## src/hw/rtl/avs_pkg.sv

```systemverilog
// shared constants, codes and command types for the age-structured sir day stepper
// no dependencies
package avs_pkg;

  localparam int FRAC_BITS = 31;
  localparam int RATE_BITS = 28;
  localparam int AGES      = 3;
  localparam int DAYS_DEF  = 7;

  localparam logic [31:0] ONE = 32'h8000_0000;

  localparam logic [1:0] OP_LOAD  = 2'd0;
  localparam logic [1:0] OP_START = 2'd1;
  localparam logic [1:0] OP_DAY   = 2'd2;

  localparam logic [2:0] CFG_BETA  = 3'd0;
  localparam logic [2:0] CFG_GAMMA = 3'd1;
  localparam logic [2:0] CFG_SPRD  = 3'd2;
  localparam logic [2:0] CFG_INFW  = 3'd3;
  localparam logic [2:0] CFG_ILLW  = 3'd4;
  localparam logic [2:0] CFG_VDAY  = 3'd5;
  localparam logic [2:0] CFG_COV   = 3'd6;
  localparam logic [2:0] CFG_OBS   = 3'd7;

  // multiply steps of one day
  localparam logic [3:0] U_EFF = 4'd0;
  localparam logic [3:0] U_CON = 4'd1;
  localparam logic [3:0] U_LAM = 4'd2;
  localparam logic [3:0] U_NU  = 4'd3;
  localparam logic [3:0] U_WL  = 4'd4;
  localparam logic [3:0] U_NV  = 4'd5;
  localparam logic [3:0] U_RP  = 4'd6;
  localparam logic [3:0] U_RV  = 4'd7;
  localparam logic [3:0] U_IL  = 4'd8;
  localparam logic [3:0] U_VAC = 4'd9;

  typedef struct packed {
    logic       accept;
    logic       phase;
    logic       wb;
    logic [3:0] uop;
    logic [1:0] age;
    logic [1:0] col;
    logic       finish;
  } avs_cmd_t;

  typedef struct packed {
    logic vac_now;
  } avs_stat_t;

endpackage

```

## src/hw/rtl/avs_ctrl.sv

```systemverilog
// controller: sequences the multiply steps of a day and the result handoff
// depends on avs_pkg
module avs_ctrl import avs_pkg::*; (
  input  logic      clk,
  input  logic      rst_n,
  input  logic      in_valid,
  input  logic [1:0] in_op,
  output logic      in_ready,
  input  logic      out_ready,
  output logic      out_valid,
  output avs_cmd_t  cmd,
  input  avs_stat_t stat
);

  localparam logic [1:0] S_IDLE = 2'd0;
  localparam logic [1:0] S_MUL  = 2'd1;
  localparam logic [1:0] S_FIN  = 2'd2;
  localparam logic [1:0] LAST   = 2'(AGES - 1);

  logic [1:0] state_r, state_nxt;
  logic [3:0] uop_r, uop_nxt;
  logic [1:0] age_r, age_nxt;
  logic [1:0] col_r, col_nxt;
  logic       ph_r, ph_nxt;
  logic       oval_r, oval_nxt;

  always_comb begin
    state_nxt = state_r;
    uop_nxt   = uop_r;
    age_nxt   = age_r;
    col_nxt   = col_r;
    ph_nxt    = ph_r;
    cmd       = '0;
    cmd.uop   = uop_r;
    cmd.age   = age_r;
    cmd.col   = col_r;
    cmd.phase = ph_r;
    unique case (state_r)
      S_IDLE: begin
        if (in_valid) begin
          cmd.accept = 1'b1;
          if (in_op == OP_DAY) begin
            state_nxt = S_MUL;
            uop_nxt   = U_EFF;
            age_nxt   = '0;
            col_nxt   = '0;
            ph_nxt    = 1'b0;
          end else begin
            state_nxt = S_FIN;
          end
        end
      end
      S_MUL: begin
        if (!ph_r) begin
          ph_nxt = 1'b1;
        end else begin
          ph_nxt = 1'b0;
          cmd.wb = 1'b1;
          case (uop_r)
            U_EFF: begin
              if (age_r == LAST) begin
                uop_nxt = U_CON;
                age_nxt = '0;
              end else begin
                age_nxt = age_r + 2'd1;
              end
            end
            U_CON: begin
              if (col_r == LAST) begin
                col_nxt = '0;
                if (age_r == LAST) begin
                  uop_nxt = U_LAM;
                  age_nxt = '0;
                end else begin
                  age_nxt = age_r + 2'd1;
                end
              end else begin
                col_nxt = col_r + 2'd1;
              end
            end
            U_LAM: begin
              if (age_r == LAST) begin
                uop_nxt = U_NU;
                age_nxt = '0;
              end else begin
                age_nxt = age_r + 2'd1;
              end
            end
            U_NU: uop_nxt = U_WL;
            U_WL: uop_nxt = U_NV;
            U_NV: uop_nxt = U_RP;
            U_RP: uop_nxt = U_RV;
            U_RV: uop_nxt = U_IL;
            U_IL: begin
              if (age_r == LAST) begin
                if (stat.vac_now) begin
                  uop_nxt = U_VAC;
                end else begin
                  state_nxt = S_FIN;
                end
              end else begin
                age_nxt = age_r + 2'd1;
                uop_nxt = U_NU;
              end
            end
            default: state_nxt = S_FIN;
          endcase
        end
      end
      S_FIN: begin
        if (!oval_r || out_ready) begin
          cmd.finish = 1'b1;
          state_nxt  = S_IDLE;
        end
      end
      default: state_nxt = S_IDLE;
    endcase
  end

  assign oval_nxt  = cmd.finish | (oval_r & ~out_ready);
  assign in_ready  = (state_r == S_IDLE);
  assign out_valid = oval_r;

  always_ff @(posedge clk) begin
    if (!rst_n) begin
      state_r <= S_IDLE;
      uop_r   <= U_EFF;
      age_r   <= '0;
      col_r   <= '0;
      ph_r    <= 1'b0;
      oval_r  <= 1'b0;
    end else begin
      state_r <= state_nxt;
      uop_r   <= uop_nxt;
      age_r   <= age_nxt;
      col_r   <= col_nxt;
      ph_r    <= ph_nxt;
      oval_r  <= oval_nxt;
    end
  end

endmodule

```

## config.mk

```make
export PLATFORM = sky130hd
export DESIGN_NAME = avs_ctrl
export DESIGN_NICKNAME = d
export VERILOG_FILES = /design/src/hw/rtl/avs_pkg.sv /design/src/hw/rtl/avs_ctrl.sv
export SDC_FILE = /design/constraint.sdc
export NUM_CORES = 1
export LEC_CHECK = 0
export BUFFER_PORTS_ARGS = -buffer_cell sky130_fd_sc_hd__buf_2
export CAP_MARGIN = 20
export CELL_PAD_IN_SITES_DETAIL_PLACEMENT = 0
export CELL_PAD_IN_SITES_GLOBAL_PLACEMENT = 1
export CORE_UTILIZATION = 36
export CTS_CLUSTER_SIZE = 20
export DETAILED_ROUTE_END_ITERATION = 7
export HOLD_SLACK_MARGIN = 0.03
export PLACE_DENSITY_LB_ADDON = 0.1
export SLEW_MARGIN = 20
export SYNTH_ARGS = -nofsm -noshare
export SYNTH_HDL_FRONTEND = slang
export SYNTH_SLANG_ARGS = --single-unit
```

## constraint.sdc

```tcl
create_clock -name clk -period 1.9 [get_ports clk]
set_input_delay 0.38 -clock clk [delete_from_list [all_inputs] [get_ports clk]]
set_output_delay 0.38 -clock clk [all_outputs]
set_load 0.05 [all_outputs]
```

* Yosys cells after proc, flatten, opt, wreduce, memory -nomap -nowiden *
Index checks and enable logic that the tools add are counted.
Widths: inputs -> output; s select.

word-level totals
  register bits = 12
  logic and storage cells = 93

operators by class
  mux-type cells = 41
  add/sub/neg operators = 2
  reduce and logical (&&, ||, !) cells = 12
  bitwise gates (word level) = 3
  equality and inequality tests = 29

operators with widths
  cell                 number
  $mux 4               9
  $pmux 4 s9           1
  $mux 2               15
  $ne 3x3->1 const B   7
  $eq 4x3->1 const B   4
  $pmux 2 s2           3
  $pmux 2 s3           2
  $ne 10x2->1 const B  1
  $reduce_and 10->1    1
  $mux 1               9
  $eq 2x2->1 const B   4
  $eq 4x2->1 const B   2
  $ne 2x2->1 const B   4
  $pmux 4 s2           1
  $reduce_or 8->1      1
  $reduce_and 7->1     1
  $reduce_and 6->1     1
  $reduce_and 5->1     1
  $add 2x1->2 const B  2
  $eq 4x1->1 const B   1
  $eq 4x4->1 const B   1
  $logic_not 4->1      1
  $ne 2x1->1 const B   2
  $ne 4x3->1 const B   1
  other kinds (12)     12

* Depth between registers and ports, before layout *
  depth in word-level cells = 6
  depth in mapped cells = 6
  gate-level depth less buffers = 5

* Worst setup path after synthesis *
No wires, ideal clock.

  path kind = reg-to-reg
  start = register uop_r[0]
  end = register uop_r[0]
  data arrival time = 1.961 ns
  setup slack = -0.177 ns
  clock period less this slack = 2.077 ns
  path buffers = 1
  cell stages (with the launch flop) = 6
  library setup time = 0.116 ns
  cell sequence = dfxtp_1 -> buf_4 -> or4b_4 -> or2_1 -> o211a_1 -> o211a_1

on the way
  word-level cells in the longest chain between the ends = 4

RTL lines
  item                                      RTL line         text
  start, declared                           avs_ctrl.sv:21   logic [3:0] uop_r, uop_nxt;
  start signal, assigned                    avs_ctrl.sv:134  uop_r <= uop_nxt;
  $eq 4x4->1, or another cell as far along  avs_ctrl.sv:59   case (uop_r)
  $pmux 4 s9                                avs_ctrl.sv:59
  $mux 4                                    avs_ctrl.sv:54   if (!ph_r) begin
  $pmux 4 s2                                avs_ctrl.sv:38   unique case (state_r)

Parallel ways exist; a longest one is shown, timed or not. The select of a mux whose other input is x is not followed.
A chain may end at the register's enable or synchronous reset.

==> impl_metrics.toml <==
[placed_design]
port_buffers = 20
dp.cells = 157
place_hpwl_um = 1568
gp_congestion = 0.8983

[clocking]
post_cts_buffers = 0
cts_hold_buf = 0
clk_pin_slew_ns = 0.07
cts.sinks = 12
cts_buffers = 3
clockRootBuffer = "clkbuf_4"
clock_latency_ns = 0.27
htree_levels = 1
cts_resized = 0
cts_tree = "yes"
clk_path_buf_depth = 2

[timing]
hold_viol = 0
report.final.setup_viol = 0
finalCritPeriodShare_pct = 95.51
rsz0062_at_grt = "no"
max_freq_mhz = 551.0
slew-limit-headroom_pct = 77.80
skew_ns = 0.007167
min_period_ns = 1.815
whs_ns = 0.4164
drv_slew = 0
worst_pin_slew_ns = 0.3246

[critical_path]
crit_type = "register to output pin"
start_kind = "register"
worstPathMaxFanout = 8
r2r-start = "uop_r[2]"
max_stage_delay_ns = 0.38
cp-endpoint = "cmd[9]"
cp_num_buf_inv = 2
critPathArrivalTime_ns = 1.43
cp.depth = 4
startpoint = "state_r[1]"
cp.required_ns = 1.52
r2r_cells = 4
crit_chain = "nor2b_1, nand2_1, inv_1, buf_2"
r2r_end = "uop_r[0]"
critPathCaptureType = "output pin"
crit_family = "buffers and inverters"
r2r_slack_ns = 0.21
slowest_stage = "dfxtp_1"

[global_routing]
grt_remaining_overflow = 0
first_global_vias = 794
antenna_found_initial = 0
grt_max_degree = 15
grt_util_all_layers_pct = 18.78
grt_pass1_wl_um = 3588

[layout]
final_util_pct = 49.08
stdcell_count = 160
multi_input_area_um2 = 514.2
regArea_um2 = 241.5
drive_gt1_share_pct = 27.82
area_delta_synth_final_pct = 22.66
n_fill_cell = 214
finalNetCount = 142
diodes = 0

[hold_path]
min_from = "out_ready"
hold_path_class = "input pin to register"

[synthesis]
syn_inst = 108
avgSynthCellArea_um2 = 7.565
syn_nets = 115
ys_seq_area_share_pct = 29.40
synth.distinct_cells = 41
syn_area_um2 = 817.0
yosys_warnings = 0
ys_ff_latch = 12

[detailed_routing]
vias = 873
vias_per_cell = 5.456
first_pass_iters = 4
wl_per_cell_um = 13.13
drc = 0
drt_iter0_markers = 17
antenna_left = 0
routed_wirelength_um = 2100

[die]
die_x_um = 49.64
row_count = 16
initial_utilization_pct = 40.01
chipHeight_um = 49.64
num_io_pins = 21
coreArea_mm2 = 0.002042
design.die.area_mm2 = 0.002464

[outcome]
status = "finished, final reports clean"

[power_and_ir_drop]
power.leakage_uw = 0.0004219
power_uw = 516.1
ir_drop_uv = 334.3
power.density_mw_per_mm2 = 514.9

[job]
cap_violations = 0
==> stage by stage <==
stage,TNS [ns],instance area (um2),worst slack (ns)
floorplan,-0.02792,820.8,-0.02792
global placement,0,979.7,0.2063
detailed placement,0,979.7,0.1529
CTS,0,1002,0.09692
global route,0,1002,0.04883
finish,0,1002,0.08527
==> tightest hold or removal path, cell delays in order <==
cell and delay (ns):
buf_2 0.07, nand2b_1 0.11, a21oi_1 0.07
==> synth_stat cells <==
library cell   n  share of area [%]
dfxtp_1       12                 29
nor4b_1        2                2.1
a31oi_1        2                1.5
nor3b_1        1               0.92
nand3_1        2                1.2
a21boi_0       1               0.92
o211a_1        2                2.5
nand4_1        1               0.77
a22oi_1        1               0.92
o31ai_1        1               0.92
a211oi_1       3                2.8
and4_1         1                1.1
nor2_1        14                6.4
inv_1          6                2.8
nand4b_1       1                1.1
nand2_1        9                4.1
o21ai_0        6                3.7
or3b_2         1                1.1
o32ai_1        1                1.1
a311o_1        1                1.2
buf_6          1                1.4
and2_1         1               0.77
a2111oi_0      1                1.1
a21oi_1        7                4.3
buf_2          1               0.61
or4b_4         1                1.7
buf_4          2                1.8
nor3_2         1                1.2
clkbuf_1       3                1.4
nor2b_1        4                3.1
a21boi_1       1               0.92
nand2b_1       6                4.6
a311oi_1       1                1.1
a41oi_1        1                1.1
nor3_1         2                1.2
nand4bb_1      1                1.4
o21a_1         2                1.8
a22o_1         1                1.1
a32oi_1        1                1.1
mux2i_1        1                1.2
or2_1          1               0.77
==> routing by layer <==
layer / vias up / global-route usage (%) / wire length, um
met5: - / 0 / 0
met4: 0 / 5.714 / 13
met3: 2 / 2.160 / 122
met2: 28 / 29.28 / 954
met1: 400 / 26.73 / 1010
li1: 443 / - / -
==> report_power, final <==
part	switching (uW)	total, uW	internal, uW
Clock	82.0	155	73.2
Sequential	7.50	265	257
Combinational	67.1	96.2	29.1
Total	157	516	359
==> sequential cells by signal, summed over array words and instances (netlist names) <==
name / flops
state_r: 2
col_r: 2
uop_r: 4
age_r: 2
ph_r: 1
out_valid: 1
==> how the worst min path moves through the flow <==
stage,slack (ns),cells past startpoint,endpoint
2_1_floorplan,0.52,1,state_r[0]
3_3_place_gp,0.50,2,out_valid
3_5_place_dp,0.51,2,out_valid
4_1_cts,0.41,3,out_valid
5_1_grt,0.44,3,state_r[1]
6_report,0.42,3,out_valid
==> cell usage in the layout, fill, tap and decap left out, types with 2 or more instances in the layout <==
master and instances:
o211a_1 2, clkbuf_4 3, buf_4 9, nand2b_1 6, nand3_1 2, nor3_1 2, buf_2 20, dfxtp_1 11
nor2b_1 4, a21oi_1 7, o21a_1 2, nor2_1 13, a211oi_1 3, inv_1 6, nor4b_1 2, o21ai_0 6
nand2_1 9, a31oi_1 2
==> cell type report <==
cell class              instances  area share, %
clock buffers                   3          2.247
multi-input cells              83          51.31
repair buffers                 29          16.73
flip-flops and latches         12          24.09
well taps                      27          3.371
inverters                       6          2.247
==> kinds of logic (layout without fill, tap and decap cells) <==
kind of cell	Yosys count	in the layout	share of synthesized area, %
buffers and inverters	13	38	7.962
muxes	1	1	1.225
DFF	12	12	29.40
and+or+nand+nor	49	49	33.54
AOI/OAI and AO/OA	33	33	27.87
No activity file was read; power rests on OpenSTA's default activity.
